--- src/hw/rtl/assert_macros.svh ---
// Assertion macros shared by the codec modules.
`ifndef ASSERT_MACROS_SVH
`define ASSERT_MACROS_SVH

// Same-cycle implication, checked on every rising clock edge outside reset.
`define FPSD_ASSERT_IMP(label, clk, rst, ante, cons) \
   label: assert property (@(posedge clk) disable iff (rst) (ante) |-> (cons)) \
      else $error("same-cycle check failed");

// Next-cycle implication, checked on every rising clock edge outside reset.
`define FPSD_ASSERT_NXT(label, clk, rst, ante, cons) \
   label: assert property (@(posedge clk) disable iff (rst) (ante) |=> (cons)) \
      else $error("next-cycle check failed");

`endif

--- src/hw/rtl/fpsd_pkg.sv ---
// Types and constants shared by the float plane split delta codec.
package fpsd_pkg;

   localparam int COUNT_W     = 13;
   localparam int PLANES      = 3;
   localparam int TDATA_W     = 72;
   localparam int QUEUE_DEPTH = 2;

   localparam int SIGN_BIT = 31;
   localparam int EXP_LSB  = 23;
   localparam int HIGH_LSB = 16;
   localparam int MID_LSB  = 8;

   localparam logic [7:0] HIGH_MASK = 8'h7f;
   localparam logic [7:0] BYTE_MASK = 8'hff;

   // Plane order inside the predictor arrays.
   localparam int PLANE_HIGH = 0;
   localparam int PLANE_MID  = 1;
   localparam int PLANE_LOW  = 2;

   localparam logic MODE_ENCODE = 1'b0;
   localparam logic MODE_DECODE = 1'b1;

   localparam logic [1:0] REG_MODE         = 2'd0;
   localparam logic [1:0] REG_COLUMN_COUNT = 2'd1;
   localparam logic [1:0] REG_ROW_COUNT    = 2'd2;

   typedef struct packed {
      logic               mode;
      logic [COUNT_W-1:0] column_count;
      logic [COUNT_W-1:0] row_count;
   } cfg_type;

   typedef struct packed {
      logic [31:0] float_bits;
      logic        sign_in;
      logic [7:0]  exponent_in;
      logic [7:0]  delta_high_in;
      logic [7:0]  delta_mid_in;
      logic [7:0]  delta_low_in;
   } item_type;

   // One classified cell as it travels from the front to the back.
   typedef struct packed {
      item_type item;
      logic     mode;
      logic     first_col;
      logic     last;
   } cell_type;

   typedef struct packed {
      logic [31:0] float_out;
      logic        sign_out;
      logic [7:0]  exponent_out;
      logic [7:0]  delta_high_out;
      logic [7:0]  delta_mid_out;
      logic [7:0]  delta_low_out;
      logic        tile_last;
   } rsp_type;

endpackage

--- src/hw/rtl/fpsd_front.sv ---
// Front end: accepts cells, tracks the tile position and classifies each cell.
module fpsd_front #(
   parameter int MAX_DIMENSION = 4096
) (
   input  logic               clock,
   input  logic               reset,
   input  fpsd_pkg::cfg_type  cfg,
   input  logic               req_tvalid,
   output logic               req_tready,
   input  fpsd_pkg::item_type item,
   input  logic               queue_full,
   output logic               push,
   output fpsd_pkg::cell_type push_cell
);

   localparam int IDX_W = (MAX_DIMENSION > 1) ? $clog2(MAX_DIMENSION) : 1;
   localparam int EFF_W = $clog2(MAX_DIMENSION + 1);
   localparam int CMP_W = ((EFF_W > fpsd_pkg::COUNT_W) ? EFF_W : fpsd_pkg::COUNT_W) + 1;
   localparam logic [CMP_W-1:0] MAX_CMP = CMP_W'(MAX_DIMENSION);

   logic [IDX_W-1:0] col_ff, col_in;
   logic [IDX_W-1:0] row_ff, row_in;
   logic [CMP_W-1:0] cols_eff, rows_eff;
   logic             first_col, last_col, last_row, last;

   // A count of zero acts as one and a count above the limit acts as the limit.
   function automatic logic [CMP_W-1:0] clamp_count(input logic [fpsd_pkg::COUNT_W-1:0] v);
      logic [CMP_W-1:0] ext;
      ext = CMP_W'(v);
      if (ext == '0) begin
         return CMP_W'(1);
      end else if (ext > MAX_CMP) begin
         return MAX_CMP;
      end
      return ext;
   endfunction

   assign cols_eff  = clamp_count(cfg.column_count);
   assign rows_eff  = clamp_count(cfg.row_count);
   assign first_col = (col_ff == '0);
   assign last_col  = (CMP_W'(col_ff) + CMP_W'(1)) >= cols_eff;
   assign last_row  = (CMP_W'(row_ff) + CMP_W'(1)) >= rows_eff;
   assign last      = last_col && last_row;

   assign req_tready = !queue_full;
   assign push       = req_tvalid && !queue_full;

   assign push_cell.item      = item;
   assign push_cell.mode      = cfg.mode;
   assign push_cell.first_col = first_col;
   assign push_cell.last      = last;

   always_comb begin
      col_in = col_ff;
      row_in = row_ff;
      if (push) begin
         if (last) begin
            col_in = '0;
            row_in = '0;
         end else if (last_col) begin
            col_in = '0;
            row_in = row_ff + IDX_W'(1);
         end else begin
            col_in = col_ff + IDX_W'(1);
         end
      end
   end

   always_ff @(posedge clock) begin
      if (reset) begin
         col_ff <= '0;
         row_ff <= '0;
      end else begin
         col_ff <= col_in;
         row_ff <= row_in;
      end
   end

endmodule

--- src/hw/rtl/fpsd_queue.sv ---
// Short queue of classified cells between the front and the back.
`include "assert_macros.svh"

module fpsd_queue (
   input  logic               clock,
   input  logic               reset,
   input  logic               push,
   input  fpsd_pkg::cell_type push_cell,
   output logic               full,
   input  logic               pop,
   output logic               pop_valid,
   output fpsd_pkg::cell_type pop_cell
);

   localparam int PTR_W = (fpsd_pkg::QUEUE_DEPTH > 1) ? $clog2(fpsd_pkg::QUEUE_DEPTH) : 1;
   localparam int CNT_W = $clog2(fpsd_pkg::QUEUE_DEPTH + 1);
   localparam logic [CNT_W-1:0] DEPTH_CNT = CNT_W'(fpsd_pkg::QUEUE_DEPTH);
   localparam logic [PTR_W-1:0] LAST_PTR  = PTR_W'(fpsd_pkg::QUEUE_DEPTH - 1);

   fpsd_pkg::cell_type entry_ff [fpsd_pkg::QUEUE_DEPTH];
   logic [PTR_W-1:0] wr_ff, wr_in;
   logic [PTR_W-1:0] rd_ff, rd_in;
   logic [CNT_W-1:0] count_ff, count_in;

   assign full      = (count_ff == DEPTH_CNT);
   assign pop_valid = (count_ff != '0);
   assign pop_cell  = entry_ff[rd_ff];

   always_comb begin
      wr_in    = wr_ff;
      rd_in    = rd_ff;
      count_in = count_ff;
      if (push) begin
         wr_in = (wr_ff == LAST_PTR) ? '0 : wr_ff + PTR_W'(1);
      end
      if (pop) begin
         rd_in = (rd_ff == LAST_PTR) ? '0 : rd_ff + PTR_W'(1);
      end
      if (push && !pop) begin
         count_in = count_ff + CNT_W'(1);
      end else if (pop && !push) begin
         count_in = count_ff - CNT_W'(1);
      end
   end

   always_ff @(posedge clock) begin
      if (reset) begin
         wr_ff    <= '0;
         rd_ff    <= '0;
         count_ff <= '0;
      end else begin
         wr_ff    <= wr_in;
         rd_ff    <= rd_in;
         count_ff <= count_in;
      end
   end

   always_ff @(posedge clock) begin
      if (push) begin
         entry_ff[wr_ff] <= push_cell;
      end
   end

   `FPSD_ASSERT_IMP(a_no_push_when_full, clock, reset, push, !full)
   `FPSD_ASSERT_IMP(a_no_pop_when_empty, clock, reset, pop, pop_valid)

endmodule

--- src/hw/rtl/fpsd_back.sv ---
// Back end: delta codes the three mantissa planes and holds the result register.
`include "assert_macros.svh"

module fpsd_back (
   input  logic               clock,
   input  logic               reset,
   input  logic               pop_valid,
   input  fpsd_pkg::cell_type pop_cell,
   output logic               pop,
   output logic               rsp_tvalid,
   input  logic               rsp_tready,
   output fpsd_pkg::rsp_type  rsp
);

   logic [7:0] left_ff  [fpsd_pkg::PLANES];
   logic [7:0] left_in  [fpsd_pkg::PLANES];
   logic [7:0] first_ff [fpsd_pkg::PLANES];
   logic [7:0] first_in [fpsd_pkg::PLANES];
   logic [7:0] pred     [fpsd_pkg::PLANES];
   logic [7:0] plane    [fpsd_pkg::PLANES];
   logic [7:0] delta    [fpsd_pkg::PLANES];
   logic [7:0] value    [fpsd_pkg::PLANES];
   logic       rsp_valid_ff, rsp_valid_in;
   fpsd_pkg::rsp_type rsp_ff, rsp_in;

   // The result register is free when empty or being drained this cycle.
   assign pop = pop_valid && (!rsp_valid_ff || rsp_tready);

   assign plane[fpsd_pkg::PLANE_HIGH] =
      pop_cell.item.float_bits[fpsd_pkg::HIGH_LSB +: 8] & fpsd_pkg::HIGH_MASK;
   assign plane[fpsd_pkg::PLANE_MID]  = pop_cell.item.float_bits[fpsd_pkg::MID_LSB +: 8];
   assign plane[fpsd_pkg::PLANE_LOW]  = pop_cell.item.float_bits[7:0] & fpsd_pkg::BYTE_MASK;
   assign delta[fpsd_pkg::PLANE_HIGH] = pop_cell.item.delta_high_in;
   assign delta[fpsd_pkg::PLANE_MID]  = pop_cell.item.delta_mid_in;
   assign delta[fpsd_pkg::PLANE_LOW]  = pop_cell.item.delta_low_in;

   always_comb begin
      for (int p = 0; p < fpsd_pkg::PLANES; p++) begin
         pred[p] = pop_cell.first_col ? first_ff[p] : left_ff[p];
         // Decode keeps the full byte sum as the next predictor.
         value[p] = (pop_cell.mode == fpsd_pkg::MODE_DECODE) ? pred[p] + delta[p] : plane[p];
         left_in[p]  = left_ff[p];
         first_in[p] = first_ff[p];
         if (pop) begin
            if (pop_cell.last) begin
               left_in[p]  = '0;
               first_in[p] = '0;
            end else begin
               left_in[p] = value[p];
               if (pop_cell.first_col) begin
                  first_in[p] = value[p];
               end
            end
         end
      end
   end

   always_comb begin
      rsp_in = '0;
      rsp_in.tile_last = pop_cell.last;
      if (pop_cell.mode == fpsd_pkg::MODE_DECODE) begin
         rsp_in.float_out = {pop_cell.item.sign_in, pop_cell.item.exponent_in,
                             value[fpsd_pkg::PLANE_HIGH][6:0],
                             value[fpsd_pkg::PLANE_MID], value[fpsd_pkg::PLANE_LOW]};
      end else begin
         rsp_in.sign_out       = pop_cell.item.float_bits[fpsd_pkg::SIGN_BIT];
         rsp_in.exponent_out   = pop_cell.item.float_bits[fpsd_pkg::EXP_LSB +: 8];
         rsp_in.delta_high_out = value[fpsd_pkg::PLANE_HIGH] - pred[fpsd_pkg::PLANE_HIGH];
         rsp_in.delta_mid_out  = value[fpsd_pkg::PLANE_MID] - pred[fpsd_pkg::PLANE_MID];
         rsp_in.delta_low_out  = value[fpsd_pkg::PLANE_LOW] - pred[fpsd_pkg::PLANE_LOW];
      end
   end

   always_comb begin
      if (pop) begin
         rsp_valid_in = 1'b1;
      end else if (rsp_tready) begin
         rsp_valid_in = 1'b0;
      end else begin
         rsp_valid_in = rsp_valid_ff;
      end
   end

   always_ff @(posedge clock) begin
      if (reset) begin
         rsp_valid_ff <= 1'b0;
         for (int p = 0; p < fpsd_pkg::PLANES; p++) begin
            left_ff[p]  <= '0;
            first_ff[p] <= '0;
         end
      end else begin
         rsp_valid_ff <= rsp_valid_in;
         for (int p = 0; p < fpsd_pkg::PLANES; p++) begin
            left_ff[p]  <= left_in[p];
            first_ff[p] <= first_in[p];
         end
      end
   end

   always_ff @(posedge clock) begin
      if (pop) begin
         rsp_ff <= rsp_in;
      end
   end

   assign rsp_tvalid = rsp_valid_ff;
   assign rsp        = rsp_ff;

   `FPSD_ASSERT_NXT(a_tile_end_clears, clock, reset, pop && pop_cell.last,
      left_ff[0] == '0 && left_ff[1] == '0 && left_ff[2] == '0 &&
      first_ff[0] == '0 && first_ff[1] == '0 && first_ff[2] == '0)

endmodule

--- src/hw/rtl/float_plane_split_delta_codec_top.sv ---
// Top level of the float plane split delta codec.
//
//   channel | direction | beat contents
//   --------+-----------+------------------------------------------------------
//   req_    | in        | float bits or sign, exponent and three plane deltas
//   rsp_    | out       | rebuilt float bits or split planes, tlast = tile end
//   csr_    | in        | register index and write data, always ready
//
// One cell enters per clock while the cell queue has room. An accepted
// beat goes into the cell queue and then, once the result side is free,
// into the result register. The front stalls only when the two-entry cell
// queue is full, so a held-up result side costs nothing until the queue
// fills. Reset is synchronous and active high; it clears the tile position,
// the predictors and the registers to encode mode and one by one cells.
module float_plane_split_delta_codec_top #(
   parameter int MAX_DIMENSION = 4096
) (
   input  logic                            clock,
   input  logic                            reset,
   // Fields from bit 0: float_bits[31:0], sign_in[32], exponent_in[40:33],
   // delta_high_in[48:41], delta_mid_in[56:49], delta_low_in[64:57], zeros.
   input  logic [fpsd_pkg::TDATA_W-1:0]    req_tdata,
   input  logic                            req_tvalid,
   output logic                            req_tready,
   // Fields from bit 0: float_out[31:0], sign_out[32], exponent_out[40:33],
   // delta_high_out[48:41], delta_mid_out[56:49], delta_low_out[64:57], zeros.
   output logic [fpsd_pkg::TDATA_W-1:0]    rsp_tdata,
   output logic                            rsp_tlast,
   output logic                            rsp_tvalid,
   input  logic                            rsp_tready,
   input  logic                            csr_valid,
   output logic                            csr_ready,
   input  logic [1:0]                      csr_index,
   input  logic [fpsd_pkg::COUNT_W-1:0]    csr_data
);

   fpsd_pkg::cfg_type  cfg_ff, cfg_in;
   fpsd_pkg::item_type item;
   fpsd_pkg::cell_type push_cell, pop_cell;
   fpsd_pkg::rsp_type  rsp;
   logic               push, pop, pop_valid, queue_full;

   // The register file takes a write every cycle; unknown indexes are dropped.
   assign csr_ready = 1'b1;

   always_comb begin
      cfg_in = cfg_ff;
      if (csr_valid) begin
         unique case (csr_index)
            fpsd_pkg::REG_MODE:         cfg_in.mode         = csr_data[0];
            fpsd_pkg::REG_COLUMN_COUNT: cfg_in.column_count = csr_data;
            fpsd_pkg::REG_ROW_COUNT:    cfg_in.row_count    = csr_data;
            default:                    cfg_in = cfg_ff;
         endcase
      end
   end

   always_ff @(posedge clock) begin
      if (reset) begin
         cfg_ff.mode         <= fpsd_pkg::MODE_ENCODE;
         cfg_ff.column_count <= fpsd_pkg::COUNT_W'(1);
         cfg_ff.row_count    <= fpsd_pkg::COUNT_W'(1);
      end else begin
         cfg_ff <= cfg_in;
      end
   end

   // Unpack the request beat.
   assign item.float_bits    = req_tdata[31:0];
   assign item.sign_in       = req_tdata[32];
   assign item.exponent_in   = req_tdata[40:33];
   assign item.delta_high_in = req_tdata[48:41];
   assign item.delta_mid_in  = req_tdata[56:49];
   assign item.delta_low_in  = req_tdata[64:57];

   fpsd_front #(
      .MAX_DIMENSION(MAX_DIMENSION)
   ) u_front (
      .clock     (clock),
      .reset     (reset),
      .cfg       (cfg_ff),
      .req_tvalid(req_tvalid),
      .req_tready(req_tready),
      .item      (item),
      .queue_full(queue_full),
      .push      (push),
      .push_cell (push_cell)
   );

   fpsd_queue u_queue (
      .clock    (clock),
      .reset    (reset),
      .push     (push),
      .push_cell(push_cell),
      .full     (queue_full),
      .pop      (pop),
      .pop_valid(pop_valid),
      .pop_cell (pop_cell)
   );

   fpsd_back u_back (
      .clock     (clock),
      .reset     (reset),
      .pop_valid (pop_valid),
      .pop_cell  (pop_cell),
      .pop       (pop),
      .rsp_tvalid(rsp_tvalid),
      .rsp_tready(rsp_tready),
      .rsp       (rsp)
   );

   // Pack the result beat; the unused fields of the current mode are zero.
   assign rsp_tdata = {7'b0, rsp.delta_low_out, rsp.delta_mid_out, rsp.delta_high_out,
                       rsp.exponent_out, rsp.sign_out, rsp.float_out};
   assign rsp_tlast = rsp.tile_last;

endmodule

--- config.mk ---
export PLATFORM = sky130hd
export DESIGN_NAME = float_plane_split_delta_codec_top
export DESIGN_NICKNAME = d
export VERILOG_FILES = /design/src/hw/rtl/fpsd_pkg.sv /design/src/hw/rtl/fpsd_front.sv /design/src/hw/rtl/fpsd_queue.sv /design/src/hw/rtl/fpsd_back.sv /design/src/hw/rtl/float_plane_split_delta_codec_top.sv
export VERILOG_INCLUDE_DIRS = /design/src /design/src/hw/rtl
export SDC_FILE = /design/constraint.sdc
export NUM_CORES = 1
export LEC_CHECK = 0
export BUFFER_PORTS_ARGS = -buffer_cell sky130_fd_sc_hd__buf_2
export CORE_UTILIZATION = 50
export CTS_BUF_LIST = sky130_fd_sc_hd__clkbuf_8
export CTS_CLUSTER_DIAMETER = 60
export DETAILED_ROUTE_END_ITERATION = 7
export GPL_ROUTABILITY_DRIVEN = 0
export HOLD_SLACK_MARGIN = 0.15
export PLACE_DENSITY = 0.69
export SYNTH_ARGS = -nofsm -noshare
export SYNTH_HDL_FRONTEND = slang
export SYNTH_SLANG_ARGS = --single-unit
--- constraint.sdc ---
create_clock -name clock -period 5 [get_ports clock]
set_input_delay 0.75 -clock clock [delete_from_list [all_inputs] [get_ports clock]]
set_output_delay 0.75 -clock clock [all_outputs]
set_load 0.005 [all_outputs]
Word level (Yosys, flattened, before mapping):

Memories as Yosys holds them, arrays and structs flattened. A register that Yosys moved wholly into a read port is not among the register bits.
Index checks and enable logic that the tools add are counted.

* register bits after elaboration: 122
* memory bits (writable): 184
* bits of input ports: 92
* output and inout bits: 76
* logic and storage cells: 122
* memories: 3

Memories
* u_queue.entry_ff: words 2, width 68, rd ports 1, clocked after Yosys merged registers in 1, write ports 1, RTL line fpsd_queue.sv:20 `fpsd_pkg::cell_type entry_ff [fpsd_pkg::QUEUE_DEPTH];`
* u_back.first_ff: words 3, width 8, rd ports 3, clocked after Yosys merged registers in 0, write ports 3, RTL line fpsd_back.sv:17 `logic [7:0] first_ff [fpsd_pkg::PLANES];`
* u_back.left_ff: words 3, width 8, rd ports 3, clocked after Yosys merged registers in 0, write ports 3, RTL line fpsd_back.sv:15 `logic [7:0] left_ff [fpsd_pkg::PLANES];`

* $add $sub $neg: 14
* order comparisons: 4
* equality and inequality tests: 3
* muxes and demuxes: 54
* bitwise operators: 6
* reductions and logical operators: 22

Operators by type and width (count)
* $mux 8: 27
* $mux 14: 6
* $mux 12: 4
* $ge 14x14->1: 2
* $add 12x1->13 const B: 2
* $gt 13x13->1 const B: 2
* $logic_not 13->1: 2
* $add 12x1->12 const B: 2
* $add 8x8->8: 3
* $sub 8x8->8: 3
* $mux 1: 15
* $logic_not 12->1: 1
* $reduce_and 2->1: 4
* $reduce_bool 2->1: 4
* $or 1x1->1: 6
* $logic_and 1x1->1: 5
* $eq 2x2->1 const B: 2
* $logic_not 1->1: 4
* $mux 2: 2
* $add 1x1->1 const B: 2
* $add 2x1->2 const B: 1
* $eq 2x1->1 const B: 1
* $logic_not 2->1: 1
* $sub 2x1->2 const B: 1
* $logic_or 1x1->1: 1

Depth between registers and ports, before layout:

* depth after elaboration: 8
* mapped depth: 21
* gate-level depth less buffers: 17

Modules after synthesis:

Synthesis repeated with hierarchy kept, for this count alone.

* cell total of the unflattened synthesis: 1357
* area total of the unflattened synthesis: 15657.5 um^2

By module, submodules not included
* fpsd_back: instances 1, cells an instance 650, area an instance 6510.0 um^2, sequential area each 2962.8 um^2
* fpsd_queue: instances 1, cells an instance 234, area an instance 5205.0 um^2, sequential area each 4184.0 um^2
* fpsd_front: instances 1, cells an instance 356, area an instance 2726.4 um^2, sequential area each 480.5 um^2
* float_plane_split_delta_codec_top: instances 1, cells an instance 117, area an instance 1216.2 um^2, sequential area each 540.5 um^2

Worst setup path after synthesis:

Ideal clock, no wire load.

* kind: reg-to-reg
* start: register with a tool-made name
* end: register u_back.rsp_ff, in the netlist u_back.rsp[24] (data pin)
* setup time: 0.266 ns
* arrival: 4.077 ns
* data required time: 4.734 ns
* setup slack: 0.656 ns
* stages on the path, launching flop included: 18
* path buffers: 2
* period minus slack after synthesis: 4.344 ns
* cell sequence: dfxtp_1 -> buf_6 -> mux2i_4 -> clkbuf_1 -> mux2_2 -> ha_1 -> fa_1 -> a21o_1 -> a21oi_1 -> o21bai_1 -> a21o_1 -> a211oi_1 -> inv_1 -> ha_1 -> or3_1 -> o31a_1 -> xnor2_1 -> nor2_1

RTL lines
* end signal: assignment: RTL line fpsd_back.sv:102 `rsp_ff <= rsp_in;`
* end: declaration: RTL line fpsd_back.sv:24 `fpsd_pkg::rsp_type rsp_ff, rsp_in;`

==> reports/summary.md <==
### Floorplanning
* **number of top-level pins** 168
* **initial core utilization** 51.12%
* **die outline area** 29320 um^2
* **die width** 171.2 um
* **chip height** 171.2 um
* **Core Region** 28010 um^2
* **number of standard-cell rows in the floorplan** 61

### STA
* **minimum clock period** 4.488 ns
* **setup violation total in the final timing report** 0
* **sum of negative setup slack** 0 ns
* **fin. max-slew vios** 0
* **final number of hold-violating endpoints** 0
* **Tcrit/Tclk final** 89.77%
* **final clock skew** 0.01600 ns
* **final-layout worst hold slack** 0.3626 ns
* **unrepaired setup endpoints after global routing** no
* **relative slew slack** 15.16%
* **highest achievable clock rate** 222.8 MHz
* **Least-Margin Pin Slew** 1.268 ns

### Synth
* **number of synthesized flops with an enable pin** 202
* **post-synthesis cell type count** 55
* **synthesis-stage register bit count** 307
* **netlist area before placement** 14320 um^2
* **most common flop cell mapped by yosys** sky130_fd_sc_hd__edfxtp_1
* **ranking of synthesized cells by instance count** sky130_fd_sc_hd__edfxtp_1, sky130_fd_sc_hd__nand2_1, sky130_fd_sc_hd__dfxtp_1, sky130_fd_sc_hd__nor2_1, sky130_fd_sc_hd__a21oi_1
* **mean cell area of the mapped netlist** 11.38 um^2
* **post-synth top area share** 42.36%
* **number of warnings issued by yosys** 0
* **top cells by area, synth** sky130_fd_sc_hd__edfxtp_1, sky130_fd_sc_hd__dfxtp_1, sky130_fd_sc_hd__ha_1
* **fraction of synthesis flops using an asynchronous set or reset pin** 0%
* **cell type with the largest total area after synthesis** sky130_fd_sc_hd__edfxtp_1
* **most frequently used cell type in the post-synthesis netlist** sky130_fd_sc_hd__edfxtp_1
* **number of instances in the synthesized netlist** 1258
* **register area share after synthesis** 57.04%

### Worst setup path
* **count of buffer and inverter cells on the critical path** 2
* **kind of end point of the critical path** flip-flop
* **maximum fanout along the worst path** 11
* **cell seen most often among critical-path stages** sky130_fd_sc_hd__a21o_1
* **data arrival time of the critical path** 4.80 ns
* **largest stage delay on the critical path** 0.50 ns
* **critical-path cell list** mux2i_4, buf_4, mux2_2, fa_1, a21o_1, a21oi_1, o21bai_1, a21o_1, a211oi_1, inv_1, ha_1, o41ai_1, xnor2_1, nor2_1
* **required time reported for the critical path endpoint** 5.32 ns
* **crit path launch type** flip-flop
* **start-to-end type of the worst setup path** reg2reg
* **cell family with the largest share of critical-path delay** compound AO/OA/AOI/OAI gates
* **master of the slowest instance on the critical path** sky130_fd_sc_hd__mux2i_4

### Run
* **max-capacitance violation count** 0

### Global routing
* **vias in the first global route** 9730
* **largest net degree at the start of global routing** 69
* **global-route wire length before repair** 47730 um
* **initial antenna violation count** 3
* **remaining global-route overflow** 0
* **global-route usage over all layers** 20.65%

### Final layout
* **Final Instance Area** 16530 um^2
* **layout cells sized above 1** 20.31%
* **FILL cells** 2288
* **growth of design area from synthesis to finish** 15.46%
* **Total Nets Final** 1598

### Placement
* **placed wire-length estimate** 20670 um
* **total of buffers placed on input and output ports** 152
* **total placed instance area** 15450 um^2

### Route
* **Total Wirelength** 30190 um
* **number of vias after detailed routing** 9871
* **Vias per Instance** 5.347
* **count of TritonRoute iterations in the first routing pass** 5
* **final antenna-violating net count** 0
* **post-route DRC violation count** 0
* **mean routed wirelength per cell** 16.35 um
* **violation count after the first detailed-routing iteration** 617

### Clock network
* **buffer depth of the longest clock path** 3
* **CTS Root Buffer Type** sky130_fd_sc_hd__clkbuf_8
* **CTS hold repair buffers** 0
* **number of buffers inserted to repair setup after CTS** 0
* **clock slew at reported path FFs** 0.06 ns
* **H-tree levels** 2
* **later-pin clock latency in the skew report** 0.57 ns
* **CTS tree** done
* **CTS-repair resized insts** 0
* **number of CTS-inserted buffers** 50
* **TritonCTS Sinks** 307

### Power
* **reported leakage power** 0.006596 uW
* **worst ir drop on vdd** 321.8 uV
* **Power Dens Cells** 601.1 nW/um^2

### Run status
* **status** finished clean

### Hold path
* **worst hold path type** in2reg

## final timing paths
check                                      startpoint                                   to  slack, ns  depth (start not counted)
setup / recovery                            flip-flop          u_back.rsp[8]$_SDFFCE_PP0P_       0.51                         14
hold / removal                          req_tdata[38]    u_queue.entry_ff[1][32]$_DFFE_PP_       0.36                          1
setup reg to reg                            flip-flop          u_back.rsp[8]$_SDFFCE_PP0P_       0.51                         14
hold reg to reg   u_back.first_ff[0][15]$_SDFFE_PP0P_  u_back.first_ff[0][15]$_SDFFE_PP0P_       0.45                          2
## cells by family after synthesis
kind of cell	count (synthesis)	synth area share, %
AOI/OAI and AO/OA	236	10.10
xor gates and xnor gates	50	3.058
adders and majority gates	78	7.130
buffers and inverters	109	3.303
DFF	307	57.04
muxes	98	7.453
other	2	0.05244
and+or+nand+nor	378	11.87
## layout make-up
type	count	area [um^2]	share of cell area, %
diodes	1	2.502	0.01514
clock buffers	54	743.2	4.495
clock inverters	37	341.6	2.066
inverters	57	215.2	1.302
multi-input cells	848	5723	34.61
flip-flops and latches	307	8172	49.42
well taps	378	473.0	2.861
repair buffers	164	863.3	5.222
## sequential cells by signal, summed over array words and instances, names as in the netlist, named ones only
name and count:
cfg_ff 27, u_front.row_ff 12, u_queue.count_ff 2, u_queue.entry_ff 136
u_back.rsp_tvalid 1, u_front.col_ff 12, u_back.first_ff 24, u_back.left_ff 24
u_back.rsp 66, u_queue.rd_ff 1, u_queue.wr_ff 1
## placed cells by master (no fill, tap or decap), drive strengths merged, types with 6 or more instances in the layout
cell type  count
a211oi        15
a21o           9
a21oi         77
a22o          28
and2           9
and3          19
buf          164
bufinv         7
clkbuf        54
clkinv        17
conb           8
dfxtp        105
edfxtp       202
fa             6
ha            72
inv           70
mux2          56
mux2i         42
nand2        156
nand2b         6
nand3         20
nor2          92
nor2b         20
nor3          33
nor4           7
o21a          13
o21ai         68
o21bai         8
xnor2         27
xor2          23
## stage by stage
step | std cells | setup slack [ns] | util, % | power (uW)
CTS | 1845 | 0.5194 | 59.02 | 10020
detailed placement | 1754 | 0.5346 | 55.14 | 7662
global placement | 1754 | 0.5641 | 55.14 | 7553
finish | 1846 | 0.5115 | 59.03 | 9938
floorplan | 1264 | 0.6564 | - | 6520
global route | 1846 | 0.3145 | 59.03 | 10630
## report_power, final
group	switching, uW	internal, uW
sequential	203	3530
clock	986	1360
combinational	2310	1540
## per-layer routing
| metal | GRT usage (%) | up-vias | wire, um |
|---|---|---|---|
| met4 | 6.988 | 4 | 641 |
| met5 | 0 | - | 28 |
| met2 | 35.52 | 244 | 14500 |
| li1 | - | 4863 | - |
| met1 | 26.20 | 4705 | 13480 |
| met3 | 3.659 | 55 | 1530 |
(Power assumes the default switching activity.)
